## src/rtl/lkvc_pkg.sv

```systemverilog
// lkvc_pkg: sizes, types and the command struct shared by the lru key-value cache
// depends on nothing; used by lkvc_ctrl, lkvc_dp, lru_key_value_cache and lkvc_checker
package lkvc_pkg;

   localparam int ENTRIES    = 16;
   localparam int KEY_BITS   = 16;
   localparam int KEY_W      = 16;   // width of the key and evicted key ports
   localparam int VALUE_W    = 32;
   localparam int CAP_BITS   = 5;
   localparam int CAP_RESET  = 16;
   localparam int IDX_BITS   = (ENTRIES > 1) ? $clog2(ENTRIES) : 1;
   localparam int RANK_BITS  = IDX_BITS;
   localparam int OCC_BITS   = $clog2(ENTRIES + 1);
   localparam int CMP_BITS   = (OCC_BITS > CAP_BITS) ? OCC_BITS : CAP_BITS;

   localparam logic FUNC_GET = 1'b0;
   localparam logic FUNC_PUT = 1'b1;

   typedef logic [KEY_BITS-1:0]  key_type;
   typedef logic [RANK_BITS-1:0] rank_type;
   typedef logic [IDX_BITS-1:0]  idx_type;

   typedef enum logic [1:0] {
      ST_IDLE = 2'b01,
      ST_EXEC = 2'b10
   } state_type;

   // commands from the controller to the datapath
   typedef struct packed {
      logic capture;   // latch the request item
      logic execute;   // look up, update the store and register the result
   } cmd_type;

endpackage

```

## src/rtl/lkvc_ctrl.sv

```systemverilog
// lkvc_ctrl: controller state machine of the lru key-value cache
// depends on lkvc_pkg; drives the command struct of lkvc_dp
module lkvc_ctrl (
   input  logic              clock,
   input  logic              reset,
   input  logic              start,
   output logic              busy,
   output lkvc_pkg::cmd_type cmd
);

   lkvc_pkg::state_type state_ff, state_in;
   logic                accept;

   assign accept = start && !busy;
   assign busy   = reset || (state_ff == lkvc_pkg::ST_EXEC);

   always_comb begin
      state_in = state_ff;
      case (state_ff)
         lkvc_pkg::ST_IDLE: begin
            if (accept) state_in = lkvc_pkg::ST_EXEC;
         end
         lkvc_pkg::ST_EXEC: begin
            state_in = lkvc_pkg::ST_IDLE;
         end
         default: begin
            state_in = lkvc_pkg::ST_IDLE;
         end
      endcase
   end

   always_ff @(posedge clock) begin
      if (reset) begin
         state_ff <= lkvc_pkg::ST_IDLE;
      end else begin
         state_ff <= state_in;
      end
   end

   assign cmd.capture = accept;
   assign cmd.execute = (state_ff == lkvc_pkg::ST_EXEC);

endmodule

```

## src/rtl/lkvc_dp.sv

```systemverilog
// lkvc_dp: datapath of the lru key-value cache: tag store, values, recency ranks,
// occupancy, capacity register and result register; depends on lkvc_pkg
module lkvc_dp (
   input  logic                                 clock,
   input  logic                                 reset,
   input  lkvc_pkg::cmd_type                    cmd,
   input  logic                                 req_func,
   input  logic [lkvc_pkg::KEY_W-1:0]           req_key,
   input  logic signed [lkvc_pkg::VALUE_W-1:0]  req_value,
   input  logic                                 csr_valid,
   input  logic [lkvc_pkg::CAP_BITS-1:0]        csr_capacity_in_use,
   output logic                                 rsp_strobe,
   output logic                                 rsp_hit,
   output logic signed [lkvc_pkg::VALUE_W-1:0]  rsp_read_value,
   output logic                                 rsp_evicted,
   output logic [lkvc_pkg::KEY_W-1:0]           rsp_evicted_key
);

   // request item
   logic                                func_ff;
   lkvc_pkg::key_type                   key_ff;
   logic signed [lkvc_pkg::VALUE_W-1:0] value_ff;

   // store
   lkvc_pkg::key_type                   ekey_ff   [lkvc_pkg::ENTRIES];
   lkvc_pkg::key_type                   ekey_in   [lkvc_pkg::ENTRIES];
   logic signed [lkvc_pkg::VALUE_W-1:0] evalue_ff [lkvc_pkg::ENTRIES];
   logic signed [lkvc_pkg::VALUE_W-1:0] evalue_in [lkvc_pkg::ENTRIES];
   logic [lkvc_pkg::ENTRIES-1:0]        valid_ff, valid_in;
   lkvc_pkg::rank_type                  rank_ff   [lkvc_pkg::ENTRIES];
   lkvc_pkg::rank_type                  rank_in   [lkvc_pkg::ENTRIES];
   logic [lkvc_pkg::OCC_BITS-1:0]       occ_ff, occ_in;
   logic [lkvc_pkg::CAP_BITS-1:0]       cap_ff;

   // result register
   logic                                strobe_ff;
   logic                                hit_ff, hit_in;
   logic signed [lkvc_pkg::VALUE_W-1:0] rd_ff, rd_in;
   logic                                ev_ff, ev_in;
   logic [lkvc_pkg::KEY_W-1:0]          evkey_ff, evkey_in;

   // lookup
   logic [lkvc_pkg::ENTRIES-1:0]        hit_vec, victim_vec;
   logic                                found_any, free_any, victim_any;
   lkvc_pkg::idx_type                   found_idx, free_idx, victim_idx, target_idx;
   lkvc_pkg::rank_type                  oldest_rank, touch_ref;
   logic [lkvc_pkg::CMP_BITS-1:0]       eff_cap, occ_ext;
   logic                                is_put, full, do_hit, do_evict, do_fill, do_write;

   assign is_put      = (func_ff == lkvc_pkg::FUNC_PUT);
   assign oldest_rank = lkvc_pkg::RANK_BITS'(occ_ff - 1'b1);

   always_comb begin
      for (int i = 0; i < lkvc_pkg::ENTRIES; i++) begin
         hit_vec[i]    = valid_ff[i] && (ekey_ff[i] == key_ff);
         victim_vec[i] = valid_ff[i] && (rank_ff[i] == oldest_rank);
      end
   end

   // lowest-numbered match, free slot and victim
   always_comb begin
      found_any  = 1'b0;
      free_any   = 1'b0;
      victim_any = 1'b0;
      found_idx  = '0;
      free_idx   = '0;
      victim_idx = '0;
      for (int i = 0; i < lkvc_pkg::ENTRIES; i++) begin
         if (hit_vec[i] && !found_any) begin
            found_any = 1'b1;
            found_idx = lkvc_pkg::IDX_BITS'(i);
         end
         if (!valid_ff[i] && !free_any) begin
            free_any = 1'b1;
            free_idx = lkvc_pkg::IDX_BITS'(i);
         end
         if (victim_vec[i] && !victim_any) begin
            victim_any = 1'b1;
            victim_idx = lkvc_pkg::IDX_BITS'(i);
         end
      end
   end

   // zero capacity counts as one, anything above the store size saturates
   always_comb begin
      if (cap_ff == '0) begin
         eff_cap = lkvc_pkg::CMP_BITS'(1);
      end else if (lkvc_pkg::CMP_BITS'(cap_ff) > lkvc_pkg::CMP_BITS'(lkvc_pkg::ENTRIES)) begin
         eff_cap = lkvc_pkg::CMP_BITS'(lkvc_pkg::ENTRIES);
      end else begin
         eff_cap = lkvc_pkg::CMP_BITS'(cap_ff);
      end
   end

   assign occ_ext  = lkvc_pkg::CMP_BITS'(occ_ff);
   assign full     = (occ_ext >= eff_cap) || !free_any;
   assign do_hit   = found_any;
   assign do_evict = is_put && !found_any && full && victim_any;
   assign do_fill  = is_put && !found_any && !do_evict && free_any;
   assign do_write = (do_hit && is_put) || do_evict || do_fill;

   always_comb begin
      if (do_hit) begin
         target_idx = found_idx;
         touch_ref  = rank_ff[found_idx];
      end else if (do_evict) begin
         target_idx = victim_idx;
         touch_ref  = oldest_rank;
      end else begin
         target_idx = free_idx;
         touch_ref  = oldest_rank;
      end
   end

   // next state of the store
   always_comb begin
      valid_in = valid_ff;
      occ_in   = occ_ff;
      for (int i = 0; i < lkvc_pkg::ENTRIES; i++) begin
         ekey_in[i]   = ekey_ff[i];
         evalue_in[i] = evalue_ff[i];
         rank_in[i]   = rank_ff[i];
      end
      if (cmd.execute && (do_hit || do_evict || do_fill)) begin
         for (int i = 0; i < lkvc_pkg::ENTRIES; i++) begin
            if (lkvc_pkg::IDX_BITS'(i) == target_idx) begin
               rank_in[i] = '0;
            end else if (valid_ff[i] && (do_fill || (rank_ff[i] < touch_ref))) begin
               rank_in[i] = rank_ff[i] + 1'b1;
            end
         end
         if (do_write) begin
            ekey_in[target_idx]   = key_ff;
            evalue_in[target_idx] = value_ff;
         end
         if (do_fill) begin
            valid_in[target_idx] = 1'b1;
            occ_in               = occ_ff + 1'b1;
         end
      end
   end

   // result
   always_comb begin
      hit_in   = found_any;
      ev_in    = do_evict;
      evkey_in = '0;
      if (do_evict) evkey_in = lkvc_pkg::KEY_W'(ekey_ff[victim_idx]);
      if (is_put) begin
         rd_in = '0;
      end else if (found_any) begin
         rd_in = evalue_ff[found_idx];
      end else begin
         rd_in = '1;
      end
   end

   always_ff @(posedge clock) begin
      if (cmd.capture) begin
         func_ff  <= req_func;
         key_ff   <= req_key[lkvc_pkg::KEY_BITS-1:0];
         value_ff <= req_value;
      end
      for (int i = 0; i < lkvc_pkg::ENTRIES; i++) begin
         ekey_ff[i]   <= ekey_in[i];
         evalue_ff[i] <= evalue_in[i];
      end
      if (cmd.execute) begin
         hit_ff   <= hit_in;
         rd_ff    <= rd_in;
         ev_ff    <= ev_in;
         evkey_ff <= evkey_in;
      end
   end

   always_ff @(posedge clock) begin
      if (reset) begin
         valid_ff  <= '0;
         occ_ff    <= '0;
         cap_ff    <= lkvc_pkg::CAP_BITS'(lkvc_pkg::CAP_RESET);
         strobe_ff <= 1'b0;
         for (int i = 0; i < lkvc_pkg::ENTRIES; i++) begin
            rank_ff[i] <= '0;
         end
      end else begin
         valid_ff  <= valid_in;
         occ_ff    <= occ_in;
         strobe_ff <= cmd.execute;
         if (csr_valid) cap_ff <= csr_capacity_in_use;
         for (int i = 0; i < lkvc_pkg::ENTRIES; i++) begin
            rank_ff[i] <= rank_in[i];
         end
      end
   end

   assign rsp_strobe      = strobe_ff;
   assign rsp_hit         = hit_ff;
   assign rsp_read_value  = rd_ff;
   assign rsp_evicted     = ev_ff;
   assign rsp_evicted_key = evkey_ff;

endmodule

```

## src/rtl/lru_key_value_cache.sv

```systemverilog
// lru_key_value_cache: 16-entry fully associative key-value store, lru replacement
// capture latches the item; the execute state registers the result and its strobe
// busy refuses new items; it is high in reset and for the one cycle in which
// the parallel tag compare and the rank update of all entries run
// reset clears valid bits, ranks and occupancy and sets the capacity to 16
// results cannot be held off; depends on lkvc_pkg, lkvc_ctrl and lkvc_dp
module lru_key_value_cache (
   input  logic                                 clock,
   input  logic                                 reset,
   input  logic                                 start,
   output logic                                 busy,
   input  logic                                 req_func,
   input  logic [lkvc_pkg::KEY_W-1:0]           req_key,
   input  logic signed [lkvc_pkg::VALUE_W-1:0]  req_value,
   output logic                                 rsp_strobe,
   output logic                                 rsp_hit,
   output logic signed [lkvc_pkg::VALUE_W-1:0]  rsp_read_value,
   output logic                                 rsp_evicted,
   output logic [lkvc_pkg::KEY_W-1:0]           rsp_evicted_key,
   input  logic                                 csr_valid,
   output logic                                 csr_ready,
   input  logic [lkvc_pkg::CAP_BITS-1:0]        csr_capacity_in_use
);

   lkvc_pkg::cmd_type cmd;

   assign csr_ready = 1'b1;

   lkvc_ctrl u_ctrl (
      .clock (clock),
      .reset (reset),
      .start (start),
      .busy  (busy),
      .cmd   (cmd)
   );

   lkvc_dp u_dp (
      .clock               (clock),
      .reset               (reset),
      .cmd                 (cmd),
      .req_func            (req_func),
      .req_key             (req_key),
      .req_value           (req_value),
      .csr_valid           (csr_valid),
      .csr_capacity_in_use (csr_capacity_in_use),
      .rsp_strobe          (rsp_strobe),
      .rsp_hit             (rsp_hit),
      .rsp_read_value      (rsp_read_value),
      .rsp_evicted         (rsp_evicted),
      .rsp_evicted_key     (rsp_evicted_key)
   );

endmodule

```

## config.mk

```make
export PLATFORM = sky130hd
export DESIGN_NAME = lru_key_value_cache
export DESIGN_NICKNAME = d
export VERILOG_FILES = /design/src/rtl/lkvc_pkg.sv /design/src/rtl/lkvc_ctrl.sv /design/src/rtl/lkvc_dp.sv /design/src/rtl/lru_key_value_cache.sv
export SDC_FILE = /design/constraint.sdc
export NUM_CORES = 2
export LEC_CHECK = 0
export BUFFER_PORTS_ARGS = -buffer_cell sky130_fd_sc_hd__buf_2
export CORE_ASPECT_RATIO = 1.1
export CORE_MARGIN = 8
export CORE_UTILIZATION = 55
export DETAILED_ROUTE_END_ITERATION = 16
export GPL_TIMING_DRIVEN = 0
export PLACE_DENSITY = 0.8
export SYNTH_ARGS = -nofsm -noshare
export SYNTH_HDL_FRONTEND = slang
export SYNTH_HIERARCHICAL = 1
export SYNTH_SLANG_ARGS = --single-unit
```

## constraint.sdc

```tcl
create_clock -name clock -period 6.6 [get_ports clock]
set_input_delay 0.66 -clock clock [delete_from_list [all_inputs] [get_ports clock]]
set_output_delay 0.66 -clock clock [all_outputs]
set_load 0.005 [all_outputs]
```

# ---- Word-level counts from Yosys, hierarchy flattened
# Memories as Yosys holds them, arrays and structs flattened. A register that Yosys moved wholly into a read port is not among the register bits.
# Index checks and enable logic that the tools add are counted.
dict set report totals {
  out_inout_bits 53
  wordCells 478
  mem_bits_rw 832
  n_memories 3
  ff_bits 112
  input_bits 58
}
# name depth width read_ports rd_ports_with_merged_regs wr line
set mem_list {}
lappend mem_list {u_dp.evalue_ff 16 32 17 0 16 lkvc_dp.sv:27} ;# logic signed [lkvc_pkg::VALUE_W-1:0] evalue_ff [lkvc_pkg::ENTRIES];
lappend mem_list {u_dp.ekey_ff 16 16 17 1 16 lkvc_dp.sv:25} ;# lkvc_pkg::key_type ekey_ff [lkvc_pkg::ENTRIES];
lappend mem_list {u_dp.rank_ff 16 4 17 0 16 lkvc_dp.sv:30} ;# lkvc_pkg::rank_type rank_ff [lkvc_pkg::ENTRIES];
dict set report classes {
  eq_ne 49
  add_sub_neg 18
  magnitude_cmp 22
  n_bitwise 19
  n_reduce_logical 193
  mux 163
}
# op n
set ops {}
lappend ops {{two-way mux 512 bit} 2}
lappend ops {{bitwise mux 512 bit} 1}
lappend ops {{two-way mux 256 bit} 2}
lappend ops {{two-way mux 4 bit} 75}
lappend ops {{bitwise mux 256 bit} 1}
lappend ops {{== test 16 bit} 16}
lappend ops {{demux 32 bit (select 4 bit)} 1}
lappend ops {{logical AND 1 bit} 103}
lappend ops {{adder 4 x 1 -> 4 bit (second input constant)} 16}
lappend ops {{demux 16 bit (select 4 bit)} 1}
lappend ops {{== test 4 bit} 16}
lappend ops {{logical NOT 1 bit} 64}
lappend ops {{less-than comparator 4 bit} 16}
lappend ops {{two-way mux 32 bit} 2}
lappend ops {{two-way mux 64 bit} 1}
lappend ops {{two-way mux 1 bit} 55}
lappend ops {{two-way mux 3 bit} 12}
lappend ops {{== test 4 bit (first input constant)} 8}
lappend ops {{logical OR 1 bit} 22}
lappend ops {{== test 3 x 4 -> 1 bit (first input constant)} 4}
lappend ops {{two-way mux 16 bit} 1}
lappend ops {{OR 1 bit} 16}
lappend ops {{OR 16 bit} 1}
lappend ops {{two-way mux 2 bit} 6}
lappend ops {{other kinds (20)} 22}

# ---- Longest topological paths before layout
# An unclocked memory read counts as a cell.
dict set report logic_depth {
  depth_word 63
  ltp_mapped 25
  ltp_nobuf 20
}

# ---- By module
# Netlist, hierarchy kept.
# mod instances cells_per_inst seq_area_each_um2 area_per_inst_um2
set modules_own_cells {}
lappend modules_own_cells {lkvc_dp 1 3600 27856.7 47675.7}
lappend modules_own_cells {lkvc_ctrl 1 8 40.0 95.1}
lappend modules_own_cells {lru_key_value_cache 1 2 0.0 11.3}

# ---- Least setup slack after synthesis
# Ideal clock, no wire load.
dict set report synth_timing {
  path_type {reg-to-reg}
  from {reg u_dp/occ_ext[0] (netlist name)}
  to {mem u_dp/ekey_ff[8][0] (netlist bit) (enable)}
  setup_ps 459
  required_ps 6141
  t_arrival_ps 6625
  synth_period_minus_slack_ps 7084
  n_path_buf 6
  setup_slack_ps -484
  stages_incl_launch_ff 19
  path_cell_list {dfxtp_1 buf_4 buf_2 buf_2 buf_1 inv_1 ha_1 buf_2 xnor2_2 xnor2_1 o32ai_1 nor3b_1 nand4_1 and3_1 or3_1 o211a_1 buf_2 nor4_4 nor2b_1}
}
# item line
set synth_lines {}
lappend synth_lines {{end, declared} lkvc_dp.sv:25}

==> impl_results.html <==
<table>
<tr><th>Metric</th><th>Value</th></tr>
<tr><th colspan="2">Run status</th></tr>
<tr><td>Run status</td><td>finished, violations left</td></tr>
<tr><td>Violations in the final reports</td><td>negative setup slack</td></tr>
<tr><th colspan="2">Floorplanning</th></tr>
<tr><td>Number of placed I/O pins</td><td>111</td></tr>
<tr><td>Die Y</td><td>325.1 um</td></tr>
<tr><td>Effective utilization at floorplan</td><td>0.5540</td></tr>
<tr><td>Std-Cell Core Area</td><td>0.08625 mm2</td></tr>
<tr><td>Die Footprint</td><td>0.09657 mm2</td></tr>
<tr><td>Width of the chip</td><td>297.0 um</td></tr>
<tr><td>Row Count</td><td>113</td></tr>
<tr><th colspan="2">Placed design</th></tr>
<tr><td>Weighted congestion at the end of routability-driven global placement</td><td>1.037</td></tr>
<tr><td>Number of port buffers</td><td>108</td></tr>
<tr><td>Minimum setup slack after placement</td><td>-1656 ps</td></tr>
<tr><td>Cell area after placement</td><td>0.05072 mm2</td></tr>
<tr><td>Detailed placement HPWL</td><td>108.2 mm</td></tr>
<tr><th colspan="2">Timing</th></tr>
<tr><td>Pins over their slew limit</td><td>0</td></tr>
<tr><td>Post-layout min period</td><td>6612 ps</td></tr>
<tr><td>Fin Clk Skew</td><td>23.73 ps</td></tr>
<tr><td>Transition time at the pin with the least slew margin</td><td>1285 ps</td></tr>
<tr><td>Post-route worst setup slack</td><td>-11.58 ps</td></tr>
<tr><td>Final worst-path cycle share</td><td>1.002</td></tr>
<tr><td>Headroom to the max-slew limit</td><td>0.1399</td></tr>
<tr><td>Highest achievable clock rate</td><td>0.1513 GHz</td></tr>
<tr><td>Final-report hold violation count</td><td>0</td></tr>
<tr><td>Final setup violating endpoints</td><td>1</td></tr>
<tr><th colspan="2">Hold path</th></tr>
<tr><td>Hold endpoint</td><td>u_dp/key_ff[14]</td></tr>
<tr><td>Worst hold path stage count</td><td>1</td></tr>
<tr><td>Launch instance of the worst min-delay path</td><td>req_key[14]</td></tr>
<tr><td>Worst hold path class</td><td>input pin to flip-flop</td></tr>
<tr><th colspan="2">Global routing</th></tr>
<tr><td>Global-route usage over all layers</td><td>0.2973</td></tr>
<tr><td>Initial antenna violation count</td><td>3</td></tr>
<tr><td>Global-route wire length before repair</td><td>214.7 mm</td></tr>
<tr><td>Vias in the first global route</td><td>32.93k</td></tr>
<tr><td>Pin count of the biggest net entering global routing</td><td>50</td></tr>
<tr><td>Remaining global-route overflow</td><td>0</td></tr>
<tr><th colspan="2">Synthesis</th></tr>
<tr><td>Total of warnings raised by yosys</td><td>6</td></tr>
<tr><td>#FFs+latches synth</td><td>960</td></tr>
<tr><td>Post-synthesis instance total</td><td>3610</td></tr>
<tr><td>Mapped cell area</td><td>0.04778 mm2</td></tr>
<tr><td>Most frequent cell after synthesis</td><td>edfxtp_1</td></tr>
<tr><td>Proportion of synthesized chip area in sequential cells</td><td>0.5838</td></tr>
<tr><td>Biggest area consumer among synthesized cells</td><td>edfxtp_1</td></tr>
<tr><td>Number of synthesized flops with an enable pin</td><td>867</td></tr>
<tr><td>Share of synthesized flip-flops with an asynchronous set or reset</td><td>0</td></tr>
<tr><td>Top post-synthesis cells by count</td><td>edfxtp_1 (867), mux2i_1 (404), nor2_1 (225), a21oi_1 (190), xor2_1 (167)</td></tr>
<tr><td>Fraction of synthesized cell area taken by the top area cell type</td><td>0.5449</td></tr>
<tr><td>Syn_nets</td><td>3739</td></tr>
<tr><td>Top area cells in the synthesized netlist</td><td>edfxtp_1 (54%), mux2i_1 (8.5%), dfxtp_1 (3.9%)</td></tr>
<tr><td>Syn avg cell area</td><td>13.24 um2</td></tr>
<tr><td>Count of cell types in the netlist</td><td>106</td></tr>
<tr><td>Top FF cell, synth</td><td>edfxtp_1</td></tr>
<tr><th colspan="2">Routing</th></tr>
<tr><td>Routed length on met2</td><td>71.38 mm</td></tr>
<tr><td>Detailed-route via count</td><td>33.24k</td></tr>
<tr><td># DRC</td><td>0</td></tr>
<tr><td>Via-per-instance ratio</td><td>6.466</td></tr>
<tr><td>Post-route ant nets</td><td>0</td></tr>
<tr><td>Routed length per placed instance</td><td>29.04 um</td></tr>
<tr><td>Length of routed met3 wiring</td><td>13.53 mm</td></tr>
<tr><td>Drt initial violations</td><td>4061</td></tr>
<tr><td>Post-Route M1 WL</td><td>55.77 mm</td></tr>
<tr><td>Sum of routed wire length over all layers</td><td>149.2 mm</td></tr>
<tr><td>Highest signal layer in the routed design</td><td>met5</td></tr>
<tr><td>Initial DRT Pass Iterations</td><td>8</td></tr>
<tr><th colspan="2">Finish</th></tr>
<tr><td>Area growth from synthesis to final layout</td><td>14.62%</td></tr>
<tr><td>NumNets Final</td><td>4039</td></tr>
<tr><td>Area of all placed cells without fillers</td><td>0.05477 mm2</td></tr>
<tr><td>Fraction of final layout cells sized beyond drive strength 1</td><td>0.1795</td></tr>
<tr><th colspan="2">Setup path</th></tr>
<tr><td>WP data required</td><td>7120 ps</td></tr>
<tr><td>Data arrival time of the critical path</td><td>7140 ps</td></tr>
<tr><td>Worst R2R Setup Slack</td><td>-10 ps</td></tr>
<tr><td>Crit Path Max Fanout</td><td>11</td></tr>
<tr><td>Reg-to-reg endpoint</td><td>u_dp/rank_ff[8][1]</td></tr>
<tr><td>Cells on worst reg2reg path</td><td>25</td></tr>
<tr><td>Origin of the critical flop-to-flop path</td><td>u_dp/key_ff[1]</td></tr>
<tr><td>Worst setup path category</td><td>flip-flop to flip-flop</td></tr>
<tr><td>Kind of capture point of the worst setup path</td><td>flip-flop</td></tr>
<tr><td>Type of origin of the critical path</td><td>flip-flop</td></tr>
<tr><th colspan="2">Clock tree</th></tr>
<tr><td>Max Buffers Root-to-Sink</td><td>3</td></tr>
<tr><td>Number of buffers added to fix hold violations after cts</td><td>0</td></tr>
<tr><td>H-tree level count</td><td>3</td></tr>
<tr><td>Insertion delay of the later-clocked pin in the worst-skew pair</td><td>670 ps</td></tr>
<tr><td>Sinks on Clock Net</td><td>960</td></tr>
<tr><td>Clock transition at the register clock pins on the worst setup and hold paths after CTS</td><td>60 ps</td></tr>
<tr><td>Clock tree root buffer cell</td><td>clkbuf_16</td></tr>
<tr><td>Total CTS buffers</td><td>97</td></tr>
<tr><td>Clock tree from TritonCTS</td><td>built</td></tr>
<tr><th colspan="2">Power</th></tr>
<tr><td>Worst IR Drop VDD</td><td>294.8 uV</td></tr>
<tr><td>Power per Cell Area</td><td>228.7 mW/mm2</td></tr>
<tr><td>Leak</td><td>20.34 nW</td></tr>
<tr><th colspan="2">Flow run</th></tr>
<tr><td>Total of max-cap violations</td><td>0</td></tr>
</table>
-- cell type report --
| type | count | area (um2) |
|---|---|---|
| antenna | 1 | 2.502 |
| buffer | 212 | 1226 |
| clock buffer | 118 | 2537 |
| clock inverter | 60 | 533.0 |
| fill | 6458 | 31480 |
| inverter | 32 | 120.1 |
| multi-input combinational | 2403 | 19070 |
| sequential | 960 | 27900 |
| tap | 1150 | 1439 |
| timing repair buffer | 204 | 1939 |
-- what timing repair did --
item	in CTS	in global routing
gates cloned	1	0
endpoints found under the setup margin	855	549
gates resized for setup	71	30
pin swaps	16	3
buffers inserted	53	7
hold endpoints to repair	0	0
-- cell families after synthesis --
kind of cell / Yosys count / share of synthesized area
buffers and inverters: 248 / 0.02705
muxes: 553 / 0.1236
DFF: 960 / 0.5838
adders and majority gates: 71 / 0.01859
other: 1 / 0.00007848
and+or+nand+nor: 918 / 0.1060
xor gates and xnor gates: 329 / 0.06717
AOI/OAI and AO/OA: 530 / 0.07366
-- how the worst max path moves through the flow --
stage                    start  slack [ps]             endpoint  cells past startpoint
3_5_place_dp    u_dp/key_ff[2]       -1660   u_dp/rank_ff[2][0]                     25
6_report        u_dp/key_ff[1]         -10   u_dp/rank_ff[8][1]                     25
5_1_grt         u_dp/key_ff[9]          -8   u_dp/rank_ff[8][1]                     24
4_1_cts         u_dp/key_ff[1]          20   u_dp/rank_ff[8][1]                     25
3_3_place_gp   u_dp/occ_ext[0]       -3890  u_dp/ekey_ff[12][0]                     18
2_1_floorplan  u_dp/occ_ext[0]          30  u_dp/ekey_ff[12][0]                     17
-- cell usage in the layout (no fill, tap or decap), drive strengths merged, types with 14 or more instances in the layout --
| cell type | Yosys | layout |
|---|---|---|
| a211oi | 46 | 46 |
| a21o | 14 | 14 |
| a21oi | 191 | 191 |
| a31oi | 61 | 61 |
| and2 | 21 | 21 |
| and3 | 31 | 31 |
| and4 | 15 | 15 |
| buf | 116 | 314 |
| clkbuf | 100 | 220 |
| clkinv | 1 | 50 |
| dfxtp | 93 | 93 |
| edfxtp | 867 | 867 |
| ha | 71 | 71 |
| inv | 31 | 34 |
| mux2 | 133 | 133 |
| mux2i | 404 | 404 |
| mux4 | 16 | 16 |
| nand2 | 137 | 137 |
| nand3 | 118 | 118 |
| nand4 | 75 | 75 |
| nand4b | 17 | 17 |
| nor2 | 226 | 227 |
| nor2b | 60 | 60 |
| nor3 | 17 | 17 |
| nor3b | 16 | 16 |
| nor4 | 71 | 71 |
| nor4b | 21 | 21 |
| o2111ai | 37 | 37 |
| o211ai | 39 | 39 |
| o21ai | 46 | 46 |
| or4 | 34 | 34 |
| xnor2 | 139 | 139 |
| xnor3 | 20 | 20 |
| xor2 | 167 | 167 |
-- per-stage QoR --
step	utilization	power [mW]	std cells	setup TNS [ps]	hold WS, ps
2_1_floorplan	-	7.078	3610	0	461.1
3_3_place_gp	0.5774	7.245	4868	-2231920	483.5
3_5_place_dp	0.5881	7.259	4904	-632180	495.1
4_1_cts	0.6329	12.57	5135	0	123.3
5_1_grt	0.6350	12.85	5139	-11.14	140.0
6_report	0.6350	12.52	5140	-11.58	160.8
-- worst max-delay path, cell delays in order (launching register included) --
cell and delay [ps]:
edfxtp_1 380, buf_4 240, buf_8 200, xor2_1 470, nor4_1 160, nand3_2 130, o22ai_2 150, nor3_4 380
nand2_2 140, or4_1 600, o221a_2 360, buf_2 200, buf_4 230, clkbuf_2 290, nand2_1 130, o211ai_1 110
a21oi_1 290, a21oi_4 70, buf_8 190, ha_1 310, a21oi_1 160, o21ai_0 190, or3_1 410, a211oi_2 400
or4_1 180, o211ai_1 80
-- state kept, by name (all words and copies together) (netlist names) --
register and count:
u_ctrl/state_ff 2, u_dp/cap_ff 5, u_dp/ekey_ff 256, u_dp/evalue_ff 512
u_dp/func_ff 1, u_dp/key_ff 16, u_dp/occ_ext 5, u_dp/rank_ff 64
u_dp/rsp_evicted 1, u_dp/rsp_evicted_key 16, u_dp/rsp_hit 1, u_dp/rsp_read_value 32
u_dp/rsp_strobe 1, u_dp/valid_ff 16, u_dp/value_ff 32
-- per-layer routing --
layer / GRT usage / up-vias
met5: 0 / -
met4: 0.1545 / 2
met3: 0.05049 / 457
met2: 0.4957 / 1903
met1: 0.3716 / 16358
li1: - / 14516
-- power by group --
part / switching (mW) / internal, mW / leakage (nW) / total, mW
clock: 2.35 / 3.02 / 1.51 / 5.37
sequential: 0.0783 / 6.64 / 8.55 / 6.72
combinational: 0.275 / 0.161 / 10.3 / 0.436
(Power assumes the default switching activity.)
